File: config.mk
export PLATFORM = sky130hd
export DESIGN_NAME = serial_command_line_heater_fan_control
export DESIGN_NICKNAME = d
export VERILOG_FILES = /design/src/rtl/core/schfc_pkg.sv /design/src/rtl/core/schfc_ram.sv /design/src/rtl/core/schfc_scan.sv /design/src/rtl/core/serial_command_line_heater_fan_control.sv
export SDC_FILE = /design/constraint.sdc
export NUM_CORES = 1
export LEC_CHECK = 0
export BUFFER_PORTS_ARGS = -buffer_cell sky130_fd_sc_hd__buf_4
export CORE_AREA = 2 2 215 217
export CTS_CLUSTER_DIAMETER = 200
export DETAILED_ROUTE_END_ITERATION = 6
export DIE_AREA = 0 0 217 219
export PLACE_DENSITY_LB_ADDON = 0.12
export SYNTH_ARGS = -nofsm -noshare
export SYNTH_HDL_FRONTEND = slang
export SYNTH_SLANG_ARGS = --single-unit
File: constraint.sdc
create_clock -name clk -period 6.2 [get_ports clk]
set_input_delay 0.93 -clock clk [delete_from_list [all_inputs] [get_ports clk]]
set_output_delay 0.93 -clock clk [all_outputs]
set_load 0.02 [all_outputs]
File: src/rtl/core/schfc_pkg.sv
// shared constants, types and helper functions for the command line decoder
// no dependencies
`default_nettype none

package schfc_pkg;

  // line store geometry
  localparam int unsigned LINE_BYTES = 15;
  localparam int unsigned LB_AW      = $clog2(LINE_BYTES);
  localparam int unsigned LB_CW      = $clog2(LINE_BYTES + 1);

  // configuration port
  localparam int unsigned CFG_IW = 1;
  localparam int unsigned CFG_DW = 7;

  // special characters
  localparam logic [7:0] CH_NUL = 8'h00;
  localparam logic [7:0] CH_LF  = 8'h0A;
  localparam logic [7:0] CH_CR  = 8'h0D;
  localparam logic [7:0] CH_DOT = 8'h2E;

  // command prefixes, left aligned in six characters
  localparam logic [47:0] PFX_READ  = {"READ", 16'h0000};
  localparam logic [47:0] PFX_CHAN  = {"CHAN;", 8'h00};
  localparam logic [47:0] PFX_DCFAN = "DCFAN;";
  localparam logic [47:0] PFX_OT1   = {"OT1;", 16'h0000};
  localparam logic [47:0] PFX_DISC  = "+DISC:";
  localparam int unsigned PLEN_READ  = 4;
  localparam int unsigned PLEN_CHAN  = 5;
  localparam int unsigned PLEN_DCFAN = 6;
  localparam int unsigned PLEN_OT1   = 4;
  localparam int unsigned PLEN_DISC  = 6;

  // line layout
  localparam int unsigned READ_LEN     = 4;
  localparam int unsigned CHAN_LEN     = 9;
  localparam int unsigned CHAN_FIRST   = 5;
  localparam int unsigned CHAN_LAST    = 8;
  localparam int unsigned PSTART_DCFAN = 6;
  localparam int unsigned PSTART_OT1   = 4;
  localparam int unsigned PARAM_DIGITS = 3;
  localparam int unsigned PARAM_MAX    = 100;

  // settings
  localparam logic [4:0] HEAT_MAX   = 5'd24;
  localparam logic [2:0] FAN_MAX    = 3'd6;
  localparam logic [4:0] HEAT_RESET = 5'd2;
  localparam logic [2:0] FAN_RESET  = 3'd1;
  localparam logic [6:0] CFG_HEAT_RESET = 7'd10;
  localparam logic [6:0] CFG_FAN_RESET  = 7'd50;

  // x / 100 as (x * 1311) >> 17, exact for x below 3200
  localparam logic [10:0] RECIP_100 = 11'd1311;

  typedef enum logic [2:0] {
    EV_READ  = 3'd0,
    EV_CHAN  = 3'd1,
    EV_FAN   = 3'd2,
    EV_HEAT  = 3'd3,
    EV_OTHER = 3'd4,
    EV_DISC  = 3'd5
  } ev_t;

  typedef enum logic [CFG_IW-1:0] {
    CFG_HEAT_PCT = 1'b0,
    CFG_FAN_PCT  = 1'b1
  } cfg_idx_t;

  // what a walk over the line store found
  typedef struct packed {
    logic             m_read;
    logic             m_chan;
    logic             m_dcfan;
    logic             m_ot1;
    logic             m_disc;
    logic [LB_CW-1:0] len;
    logic [31:0]      chan;
    logic [6:0]       fan_val;
    logic             fan_ok;
    logic [6:0]       heat_val;
    logic             heat_ok;
  } scan_res_t;

  // true when pos lies past the prefix or the byte matches it
  function automatic logic pfx_hit(input logic [47:0] s, input int unsigned plen,
                                   input logic [LB_AW-1:0] pos, input logic [7:0] b);
    logic [7:0] c;
    c = 8'h00;
    case (pos[2:0])
      3'd0:    c = s[47:40];
      3'd1:    c = s[39:32];
      3'd2:    c = s[31:24];
      3'd3:    c = s[23:16];
      3'd4:    c = s[15:8];
      3'd5:    c = s[7:0];
      default: c = 8'h00;
    endcase
    if (32'(pos) >= plen) begin
      pfx_hit = 1'b1;
    end else begin
      pfx_hit = (b == c);
    end
  endfunction

  // level = min(24, 24 * (pct + 2) / 100)
  function automatic logic [4:0] heat_step_of(input logic [6:0] pct);
    logic [7:0]  s;
    logic [11:0] x;
    logic [22:0] p;
    logic [5:0]  q;
    s = {1'b0, pct} + 8'd2;
    x = ({4'b0, s} << 4) + ({4'b0, s} << 3);
    p = {11'b0, x} * {12'b0, RECIP_100};
    q = p[22:17];
    heat_step_of = (q > {1'b0, HEAT_MAX}) ? HEAT_MAX : q[4:0];
  endfunction

  // step = min(6, 6 * (pct + 8) / 100)
  function automatic logic [2:0] fan_step_of(input logic [6:0] pct);
    logic [7:0]  s;
    logic [9:0]  x;
    logic [20:0] p;
    logic [3:0]  q;
    s = {1'b0, pct} + 8'd8;
    x = ({2'b0, s} << 2) + ({2'b0, s} << 1);
    p = {11'b0, x} * {10'b0, RECIP_100};
    q = p[20:17];
    fan_step_of = (q > {1'b0, FAN_MAX}) ? FAN_MAX : q[2:0];
  endfunction

  function automatic logic [23:0] heat_pattern(input logic [4:0] lvl);
    logic [23:0] v;
    case (lvl)
      5'd0:    v = 24'h000000;
      5'd1:    v = 24'h000001;
      5'd2:    v = 24'h001001;
      5'd3:    v = 24'h010101;
      5'd4:    v = 24'h041041;
      5'd5:    v = 24'h084211;
      5'd6:    v = 24'h111111;
      5'd7:    v = 24'h122449;
      5'd8:    v = 24'h249249;
      5'd9:    v = 24'h252525;
      5'd10:   v = 24'h295295;
      5'd11:   v = 24'h2AA555;
      5'd12:   v = 24'h555555;
      5'd13:   v = 24'h555AAB;
      5'd14:   v = 24'h56B56B;
      5'd15:   v = 24'h5B5B5B;
      5'd16:   v = 24'h6DB6DB;
      5'd17:   v = 24'h6DDBB7;
      5'd18:   v = 24'h777777;
      5'd19:   v = 24'h77BDEF;
      5'd20:   v = 24'h7DF7DF;
      5'd21:   v = 24'h7F7F7F;
      5'd22:   v = 24'h7FF7FF;
      5'd23:   v = 24'h7FFFFF;
      default: v = 24'hFFFFFF;
    endcase
    heat_pattern = v;
  endfunction

  function automatic logic [9:0] fan_duty(input logic [2:0] step);
    logic [9:0] v;
    case (step)
      3'd0:    v = 10'h000;
      3'd1:    v = 10'h0AB;
      3'd2:    v = 10'h155;
      3'd3:    v = 10'h200;
      3'd4:    v = 10'h2AB;
      3'd5:    v = 10'h355;
      default: v = 10'h3FF;
    endcase
    fan_duty = v;
  endfunction

endpackage

`default_nettype wire

File: src/rtl/core/schfc_ram.sv
// generic single write port ram with one registered read port
// no dependencies
`default_nettype none

module schfc_ram #(
  parameter int unsigned WIDTH = 8,
  parameter int unsigned DEPTH = 16
) (
  input  logic                     clk,
  input  logic                     we,
  input  logic [$clog2(DEPTH)-1:0] waddr,
  input  logic [WIDTH-1:0]         wdata,
  input  logic                     re,
  input  logic [$clog2(DEPTH)-1:0] raddr,
  output logic [WIDTH-1:0]         rdata
);

  logic [WIDTH-1:0] mem [DEPTH];
  logic [WIDTH-1:0] rdata_r;

  always_ff @(posedge clk) begin
    if (we) begin
      mem[waddr] <= wdata;
    end
    if (re) begin
      rdata_r <= mem[raddr];
    end
  end

  assign rdata = rdata_r;

endmodule

`default_nettype wire

File: src/rtl/core/schfc_scan.sv
// line walker: prefix matches, line length, channel bytes and two parameter parsers
// depends on schfc_pkg
`default_nettype none

module schfc_scan import schfc_pkg::*; (
  input  logic             clk,
  input  logic             rst_n,
  input  logic             start,
  input  logic             dv,
  input  logic [LB_AW-1:0] idx,
  input  logic [7:0]       b,
  output scan_res_t        res
);

  logic             m_read_r, m_read_nxt;
  logic             m_chan_r, m_chan_nxt;
  logic             m_dcfan_r, m_dcfan_nxt;
  logic             m_ot1_r, m_ot1_nxt;
  logic             m_disc_r, m_disc_nxt;
  logic             zero_r, zero_nxt;
  logic [LB_CW-1:0] len_r, len_nxt;
  logic [31:0]      chan_r, chan_nxt;
  // parser 0 reads the fan parameter, parser 1 the heater parameter
  logic [7:0]       pr_r [2];
  logic [7:0]       pr_nxt [2];
  logic [1:0]       pn_r [2];
  logic [1:0]       pn_nxt [2];
  logic             pstop_r [2];
  logic             pstop_nxt [2];
  logic             pterm_r [2];
  logic             pterm_nxt [2];
  logic [LB_CW-1:0] pst [2];
  logic [LB_CW-1:0] idx_c;

  assign pst[0] = LB_CW'(PSTART_DCFAN);
  assign pst[1] = LB_CW'(PSTART_OT1);
  assign idx_c  = LB_CW'(idx);

  always_comb begin
    m_read_nxt  = m_read_r;
    m_chan_nxt  = m_chan_r;
    m_dcfan_nxt = m_dcfan_r;
    m_ot1_nxt   = m_ot1_r;
    m_disc_nxt  = m_disc_r;
    zero_nxt    = zero_r;
    len_nxt     = len_r;
    chan_nxt    = chan_r;
    for (int k = 0; k < 2; k++) begin
      pr_nxt[k]    = pr_r[k];
      pn_nxt[k]    = pn_r[k];
      pstop_nxt[k] = pstop_r[k];
      pterm_nxt[k] = pterm_r[k];
    end
    if (start) begin
      m_read_nxt  = 1'b1;
      m_chan_nxt  = 1'b1;
      m_dcfan_nxt = 1'b1;
      m_ot1_nxt   = 1'b1;
      m_disc_nxt  = 1'b1;
      zero_nxt    = 1'b0;
      len_nxt     = LB_CW'(LINE_BYTES);
      chan_nxt    = 32'h0;
      for (int k = 0; k < 2; k++) begin
        pr_nxt[k]    = 8'h00;
        pn_nxt[k]    = 2'd0;
        pstop_nxt[k] = 1'b0;
        pterm_nxt[k] = 1'b0;
      end
    end else if (dv) begin
      m_read_nxt  = m_read_r  & pfx_hit(PFX_READ,  PLEN_READ,  idx, b);
      m_chan_nxt  = m_chan_r  & pfx_hit(PFX_CHAN,  PLEN_CHAN,  idx, b);
      m_dcfan_nxt = m_dcfan_r & pfx_hit(PFX_DCFAN, PLEN_DCFAN, idx, b);
      m_ot1_nxt   = m_ot1_r   & pfx_hit(PFX_OT1,   PLEN_OT1,   idx, b);
      m_disc_nxt  = m_disc_r  & pfx_hit(PFX_DISC,  PLEN_DISC,  idx, b);
      // line ends at the first zero byte
      if (!zero_r && (b == CH_NUL)) begin
        zero_nxt = 1'b1;
        len_nxt  = idx_c;
      end
      if ((idx_c >= LB_CW'(CHAN_FIRST)) && (idx_c <= LB_CW'(CHAN_LAST))) begin
        chan_nxt = {chan_r[23:0], b};
      end
      for (int k = 0; k < 2; k++) begin
        if ((idx_c >= pst[k]) && !pstop_r[k]) begin
          if ((b == CH_NUL) || (b == CH_DOT)) begin
            pstop_nxt[k] = 1'b1;
            pterm_nxt[k] = 1'b1;
          end else if (pn_r[k] == 2'(PARAM_DIGITS)) begin
            pstop_nxt[k] = 1'b1;
            pterm_nxt[k] = 1'b0;
          end else begin
            // mod-256 decimal accumulate, 208 is -'0'
            pr_nxt[k] = (pr_r[k] << 3) + (pr_r[k] << 1) + b + 8'd208;
            pn_nxt[k] = pn_r[k] + 2'd1;
          end
        end
      end
    end
  end

  always_ff @(posedge clk) begin
    if (!rst_n) begin
      m_read_r  <= 1'b0;
      m_chan_r  <= 1'b0;
      m_dcfan_r <= 1'b0;
      m_ot1_r   <= 1'b0;
      m_disc_r  <= 1'b0;
      zero_r    <= 1'b0;
      for (int k = 0; k < 2; k++) begin
        pn_r[k]    <= 2'd0;
        pstop_r[k] <= 1'b0;
        pterm_r[k] <= 1'b0;
      end
    end else begin
      m_read_r  <= m_read_nxt;
      m_chan_r  <= m_chan_nxt;
      m_dcfan_r <= m_dcfan_nxt;
      m_ot1_r   <= m_ot1_nxt;
      m_disc_r  <= m_disc_nxt;
      zero_r    <= zero_nxt;
      for (int k = 0; k < 2; k++) begin
        pn_r[k]    <= pn_nxt[k];
        pstop_r[k] <= pstop_nxt[k];
        pterm_r[k] <= pterm_nxt[k];
      end
    end
  end

  always_ff @(posedge clk) begin
    len_r  <= len_nxt;
    chan_r <= chan_nxt;
    for (int k = 0; k < 2; k++) begin
      pr_r[k] <= pr_nxt[k];
    end
  end

  always_comb begin
    res.m_read   = m_read_r;
    res.m_chan   = m_chan_r;
    res.m_dcfan  = m_dcfan_r;
    res.m_ot1    = m_ot1_r;
    res.m_disc   = m_disc_r;
    res.len      = len_r;
    res.chan     = chan_r;
    res.fan_val  = pr_r[0][6:0];
    res.fan_ok   = (!pstop_r[0] || pterm_r[0]) && (pr_r[0] <= 8'(PARAM_MAX));
    res.heat_val = pr_r[1][6:0];
    res.heat_ok  = (!pstop_r[1] || pterm_r[1]) && (pr_r[1] <= 8'(PARAM_MAX));
  end

endmodule

`default_nettype wire

File: src/rtl/core/serial_command_line_heater_fan_control.sv
// top level of the serial command line decoder for heater and fan control
// depends on schfc_pkg, schfc_ram and schfc_scan
//
// Bytes arrive on the in_ channel, one per transfer. Plain bytes are written
// into a LINE_BYTES (15) entry line store held in a single-port-write,
// registered-read ram; the write position wraps. A plain byte leaves the
// block idle, with in_ready high for the next byte. LF stores a zero at the
// write position and CR stores nothing; both then walk the whole line store
// through the one read port, one byte per cycle, to classify the line
// (READ, CHAN;xxxx, DCFAN;n, OT1;n, other, or a +DISC: prefix for CR).
// in_ready then stays low through the read walk, the wait for the
// registered read data, the decide step that updates the settings
// (ST_FIN) and the result load (ST_POST), which waits for a free output
// slot. A CR that gives no result skips the load.
// An LF gives one result transfer on the out_ channel; a CR gives one
// only for a disconnect line. Results sit in an output register, so plain
// bytes keep flowing while a result waits for out_ready; a further line end
// waits in its load cycle for that slot. The line store resets to all zero
// through fifteen valid flops, cleared by reset. The cfg_ port writes the
// disconnect heater and fan percentages; write it only while the block is idle.
`default_nettype none

module serial_command_line_heater_fan_control import schfc_pkg::*; (
  input  logic              clk,
  input  logic              rst_n,
  // byte input
  input  logic              in_valid,
  output logic              in_ready,
  input  logic [7:0]        in_rx_byte,
  // line results
  output logic              out_valid,
  input  logic              out_ready,
  output logic [2:0]        out_event_res,
  output logic [6:0]        out_param_value,
  output logic              out_param_ok,
  output logic [31:0]       out_channel_text,
  output logic [4:0]        out_heater_level,
  output logic [23:0]       out_heater_pattern,
  output logic [9:0]        out_fan_duty,
  // configuration writes
  input  logic              cfg_we,
  input  logic [CFG_IW-1:0] cfg_index,
  input  logic [CFG_DW-1:0] cfg_wdata
);

  typedef enum logic [1:0] {
    ST_IDLE,  // taking bytes
    ST_SCAN,  // walking the line store
    ST_FIN,   // classify and update settings
    ST_POST   // hand result to the output register
  } state_t;

  state_t            state_r, state_nxt;
  logic [LB_AW-1:0]  wp_r, wp_nxt;
  logic [LB_CW-1:0]  cnt_r, cnt_nxt;
  logic              is_cr_r, is_cr_nxt;
  logic [4:0]        heat_r, heat_nxt;
  logic [2:0]        fan_r, fan_nxt;
  logic [6:0]        cfg_heat_r, cfg_heat_nxt;
  logic [6:0]        cfg_fan_r, cfg_fan_nxt;
  logic [LINE_BYTES-1:0] vld_r, vld_nxt;
  logic              dv_r;
  logic              out_valid_r, out_valid_nxt;

  // pending result fields, held from decide until the output load
  ev_t               ev_r, ev_nxt;
  logic [6:0]        pval_r, pval_nxt;
  logic              pok_r, pok_nxt;
  logic [31:0]       chan_r, chan_nxt;

  logic [LB_AW-1:0]  didx_r;
  logic              rvld_r;
  logic [2:0]        out_ev_r;
  logic [6:0]        out_pval_r;
  logic              out_pok_r;
  logic [31:0]       out_chan_r;
  logic [4:0]        out_lvl_r;
  logic [23:0]       out_pat_r;
  logic [9:0]        out_duty_r;

  logic              acc;
  logic              is_cr;
  logic              is_lf;
  logic              ram_we;
  logic [7:0]        ram_wdata;
  logic              rd_en;
  logic [LB_AW-1:0]  raddr;
  logic [7:0]        ram_rdata;
  logic [7:0]        scan_b;
  logic              scan_start;
  logic              load;
  scan_res_t         sres;

  assign in_ready   = (state_r == ST_IDLE);
  assign acc        = in_valid && in_ready;
  assign is_cr      = (in_rx_byte == CH_CR);
  assign is_lf      = (in_rx_byte == CH_LF);
  // LF stores the terminating zero, CR stores nothing
  assign ram_we     = acc && !is_cr;
  assign ram_wdata  = is_lf ? CH_NUL : in_rx_byte;
  assign scan_start = acc && (is_cr || is_lf);
  assign rd_en      = (state_r == ST_SCAN) && (cnt_r != LB_CW'(LINE_BYTES));
  assign raddr      = cnt_r[LB_AW-1:0];
  // never-written entries read as zero
  assign scan_b     = rvld_r ? ram_rdata : CH_NUL;

  schfc_ram #(
    .WIDTH (8),
    .DEPTH (LINE_BYTES)
  ) u_line (
    .clk   (clk),
    .we    (ram_we),
    .waddr (wp_r),
    .wdata (ram_wdata),
    .re    (rd_en),
    .raddr (raddr),
    .rdata (ram_rdata)
  );

  schfc_scan u_scan (
    .clk   (clk),
    .rst_n (rst_n),
    .start (scan_start),
    .dv    (dv_r),
    .idx   (didx_r),
    .b     (scan_b),
    .res   (sres)
  );

  always_comb begin
    state_nxt    = state_r;
    wp_nxt       = wp_r;
    cnt_nxt      = cnt_r;
    is_cr_nxt    = is_cr_r;
    heat_nxt     = heat_r;
    fan_nxt      = fan_r;
    cfg_heat_nxt = cfg_heat_r;
    cfg_fan_nxt  = cfg_fan_r;
    vld_nxt      = vld_r;
    ev_nxt       = ev_r;
    pval_nxt     = pval_r;
    pok_nxt      = pok_r;
    chan_nxt     = chan_r;
    load         = 1'b0;

    if (cfg_we) begin
      case (cfg_index)
        CFG_HEAT_PCT: cfg_heat_nxt = cfg_wdata;
        CFG_FAN_PCT:  cfg_fan_nxt  = cfg_wdata;
        default:      ;
      endcase
    end

    if (ram_we) begin
      vld_nxt[wp_r] = 1'b1;
    end

    case (state_r)
      ST_IDLE: begin
        if (acc) begin
          if (scan_start) begin
            wp_nxt    = '0;
            cnt_nxt   = '0;
            is_cr_nxt = is_cr;
            state_nxt = ST_SCAN;
          end else if (wp_r == LB_AW'(LINE_BYTES - 1)) begin
            wp_nxt = '0;
          end else begin
            wp_nxt = wp_r + LB_AW'(1);
          end
        end
      end
      ST_SCAN: begin
        // last byte is consumed by the walker on the cycle the count tops out
        if (cnt_r == LB_CW'(LINE_BYTES)) begin
          state_nxt = ST_FIN;
        end else begin
          cnt_nxt = cnt_r + LB_CW'(1);
        end
      end
      ST_FIN: begin
        pval_nxt = '0;
        pok_nxt  = 1'b0;
        chan_nxt = '0;
        state_nxt = ST_POST;
        if (is_cr_r) begin
          if (sres.m_disc) begin
            ev_nxt   = EV_DISC;
            heat_nxt = heat_step_of(cfg_heat_r);
            fan_nxt  = fan_step_of(cfg_fan_r);
          end else begin
            // plain CR: no result
            state_nxt = ST_IDLE;
          end
        end else if (sres.m_read && (sres.len == LB_CW'(READ_LEN))) begin
          ev_nxt = EV_READ;
        end else if (sres.m_chan && (sres.len == LB_CW'(CHAN_LEN))) begin
          ev_nxt   = EV_CHAN;
          chan_nxt = sres.chan;
        end else if (sres.m_dcfan) begin
          ev_nxt = EV_FAN;
          if (sres.fan_ok) begin
            pval_nxt = sres.fan_val;
            pok_nxt  = 1'b1;
            fan_nxt  = fan_step_of(sres.fan_val);
          end
        end else if (sres.m_ot1) begin
          ev_nxt = EV_HEAT;
          if (sres.heat_ok) begin
            pval_nxt = sres.heat_val;
            pok_nxt  = 1'b1;
            heat_nxt = heat_step_of(sres.heat_val);
          end
        end else begin
          ev_nxt = EV_OTHER;
        end
      end
      ST_POST: begin
        // wait for a free output slot
        if (!out_valid_r || out_ready) begin
          load      = 1'b1;
          state_nxt = ST_IDLE;
        end
      end
      default: begin
        state_nxt = ST_IDLE;
      end
    endcase

    if (load) begin
      out_valid_nxt = 1'b1;
    end else if (out_ready) begin
      out_valid_nxt = 1'b0;
    end else begin
      out_valid_nxt = out_valid_r;
    end
  end

  // control state and output valid
  always_ff @(posedge clk) begin
    if (!rst_n) begin
      state_r     <= ST_IDLE;
      wp_r        <= '0;
      cnt_r       <= '0;
      is_cr_r     <= 1'b0;
      heat_r      <= HEAT_RESET;
      fan_r       <= FAN_RESET;
      cfg_heat_r  <= CFG_HEAT_RESET;
      cfg_fan_r   <= CFG_FAN_RESET;
      vld_r       <= '0;
      dv_r        <= 1'b0;
      out_valid_r <= 1'b0;
    end else begin
      state_r     <= state_nxt;
      wp_r        <= wp_nxt;
      cnt_r       <= cnt_nxt;
      is_cr_r     <= is_cr_nxt;
      heat_r      <= heat_nxt;
      fan_r       <= fan_nxt;
      cfg_heat_r  <= cfg_heat_nxt;
      cfg_fan_r   <= cfg_fan_nxt;
      vld_r       <= vld_nxt;
      dv_r        <= rd_en;
      out_valid_r <= out_valid_nxt;
    end
  end

  // payload path
  always_ff @(posedge clk) begin
    didx_r <= raddr;
    rvld_r <= vld_r[raddr];
    ev_r   <= ev_nxt;
    pval_r <= pval_nxt;
    pok_r  <= pok_nxt;
    chan_r <= chan_nxt;
    if (load) begin
      out_ev_r   <= ev_r;
      out_pval_r <= pval_r;
      out_pok_r  <= pok_r;
      out_chan_r <= chan_r;
      out_lvl_r  <= heat_r;
      out_pat_r  <= heat_pattern(heat_r);
      out_duty_r <= fan_duty(fan_r);
    end
  end

  assign out_valid          = out_valid_r;
  assign out_event_res      = out_ev_r;
  assign out_param_value    = out_pval_r;
  assign out_param_ok       = out_pok_r;
  assign out_channel_text   = out_chan_r;
  assign out_heater_level   = out_lvl_r;
  assign out_heater_pattern = out_pat_r;
  assign out_fan_duty       = out_duty_r;

endmodule

`default_nettype wire

==> metrics.txt <==
Avg Inst Size Synth=approximately 11 sq um; Yosys reg bits=around 370; Critical Path Start=cfg_fan_r[3]; critical path type=reg2reg; Chip Height=between 200 and 250 um; most common cell in the netlist=ha_1; Max Buffers Root-to-Sink=3; CP peak stage delay=~0.52 ns; CP required=about 6.6 ns; CP Max Fanout=3; number of enable flip-flop cells after synthesis=roughly 250; grt met1 use=30.1%; cell taking the most area after synthesis=edfxtp_1; Fmax=~160 MHz; Arr. time, crit path=approximately 6.6 ns; top post-synthesis cells by count=ha_1, edfxtp_1, inv_1; global-route wire length before repair=between 80000 and 90000 um; Critical R2R Launch=cfg_fan_r[3]; CP Launch Type=register; vias per std cell=5.49; post-route ant nets=0; Hold Buf Count CTS=0; Core Rows=slightly below 80; synth warn=0; met3 Track Usage GR=2.86%; Critical-path top delay cell=fa_1; placer congestion estimate=~0.85; cell mode on critical path=ha_4; most area-consuming cells after synthesis=edfxtp_1, ha_1, dfxtp_1; compound-gate portion of the synthesized area=between 10% and 20%; Async SR Flop Fraction=0%; CP endpoint kind=register; Top FF cell, synth=edfxtp_1; Hold Crit Start=chan_r[10]; clk slew on worst S/H paths=about 0.060 ns; Final Skew=approximately 0.017 ns; RSZ-0062 raised after global routing=yes; vias in the first global route=roughly 17k; GR Layer Usage met2=a little over a third; largest net degree at the start of global routing=77; Max transition margin=a little over a quarter; status=completed; final design utilization=64.6%; top-area cell type share of the netlist area=between 30% and 40%; CTS buffer count=39; Mapped Nets=between 2k and 3k; fin crit share=98.8%; main combinational cell family by area after synthesis=adder cells; Mapped Cells=about 2.2k; clk root buf=clkbuf_16; # DRC=0; fin. max-slew vios=0; routed len/inst=approximately 17 um; Layout area overhead=18.7%; mux cell area share after synthesis=about 4.8%; count of cell types in the netlist=85; sequential share of the synthesized area=between 40% and 50%; Initial Utilization=54.4%; CTS H-Tree Depth=2; Clock Latency Late Sink=0.57 ns; post-synthesis xor/xnor area fraction=slightly above 4%; PortBufs=104; overall die width=between 200 and 250 um; fin crit period=roughly 6.1 ns; die area=between 40000 and 50000 sq um; Hold Crit Class=reg2reg; CTS sink cnt=around 370; Mapped Area=~25000 sq um; Iteration-0 DRC Markers=950; CTS tree=done; layout cells sized above 1=between 20% and 30%; Post-Synth Simple-Gate Area=10.2%; Detailed Place HPWL=between 30000 and 40000 um; worst-margin pin slew=~1.1 ns; Via Count=roughly 17k; final setup vio count=0; core area=around 45000 sq um; Post-Synth Adder-Cell Area=between 20 and 30%; Total Nets Final=about 2.9k; routed wire length=roughly 50000 um; Total GRT Usage=a little over a fifth; Hold Vio Cnt, Final=0; GR Overflow Total=0; MaxCap Viol Count=0; I/O Pins=about 110; GRT busiest layer=met2; drt pass-1 iters=5; initial antenna violation count=0
[sequential cells by signal, summed over array words and instances (netlist names), 4 cells and up]
register	cells
out_heater_level	5
cfg_fan_r	7
u_line.rdata	8
out_fan_duty	4
chan_r	32
heat_r	5
u_scan.pn_r	4
out_param_value	7
pval_r	7
wp_r	4
out_heater_pattern	24
u_scan.chan_r	32
cfg_heat_r	7
u_scan.pr_r	16
didx_r	4
out_channel_text	32
u_scan.len_r	4
cnt_r	4
vld_r	15
u_line.mem	120
[metal layers]
layer  vias to the layer above  wire length, um  share of wire (%)
li1                       8262                -                  -
met2                       304            24600                 48
met5                         -                0                  0
met4                         0             1090                2.1
met1                      8186            23500                 46
met3                        70             2140                4.2
[worst max-delay path, delay by kind of cell, from the launching register on]
family / cells / cell delay, ns
buffers and inverters: 2 / 0.17
adders and majority gates: 7 / 2.16
DFF: 1 / 0.38
AOI/OAI and AO/OA: 10 / 1.88
and+or+nand+nor: 6 / 0.87
xor gates and xnor gates: 2 / 0.52
[final timing paths]
path | endpoint | slack (ns) | depth (start not counted)
setup / recovery | fan_r[1] | 0.08 | 27
hold / removal | out_channel_text[10] | 0.42 | 0
setup reg to reg | fan_r[1] | 0.08 | 27
hold reg to reg | out_channel_text[10] | 0.42 | 0
[cell type report]
class | instances | area (sq um)
well taps | 600 | 751
repair buffers | 253 | 1920
clock inverters | 23 | 243
diodes | 1 | 2.50
inverters | 240 | 903
clock buffers | 48 | 1010
flip-flops and latches | 368 | 9890
multi-input cells | 1532 | 14400
fillers | 3543 | 16000
[kinds of logic after synthesis]
family / count (synthesis)
multiplexers: 73
XOR/XNOR: 112
buffers and inverters: 339
adder cells (fa/ha/maj): 432
flip-flops: 368
AO/OA/AOI/OAI: 396
AND/OR/NAND/NOR: 519
[placed cells by master (no fill, tap or decap), types with 15 or more instances in the layout]
| master | count |
|---|---|
| a21boi_0 | 16 |
| a21o_1 | 26 |
| a21oi_1 | 101 |
| a21oi_2 | 15 |
| a22oi_1 | 15 |
| and2_1 | 44 |
| and3_1 | 15 |
| buf_4 | 248 |
| clkbuf_16 | 39 |
| dfxtp_1 | 106 |
| edfxtp_1 | 247 |
| fa_1 | 94 |
| ha_1 | 301 |
| ha_4 | 27 |
| inv_1 | 230 |
| mux2i_1 | 33 |
| mux4_2 | 36 |
| nand2_1 | 168 |
| nand3_1 | 35 |
| nor2_1 | 121 |
| nor3_1 | 23 |
| o21a_1 | 21 |
| o21ai_0 | 77 |
| xnor2_1 | 52 |
| xor2_1 | 36 |
[what timing repair did]
action,CTS,global route
setup buffers,10,20
hold endpoints to repair,0,0
setup endpoints to repair,8,8
resized for setup,38,117
pin swaps,29,65
[metrics by stage]
stage	setup TNS, ns	instance area [sq um]	hold slack [ns]	cells	worst slack, ns
5_1_grt	-0.681	29100	0.422	3064	-0.194
2_1_floorplan	0	24800	0.360	2239	0.000890
3_3_place_gp	-0.0484	26800	0.404	2963	-0.0196
6_report	0	29100	0.416	3065	0.0772
4_1_cts	-0.0114	28300	0.418	3044	-0.0107
3_5_place_dp	-1.29	26800	0.405	2963	-0.262
Power is left out: the tool's default activity adds up to more than one toggle a clock period on the data nets, which glitch-free logic cannot reach.
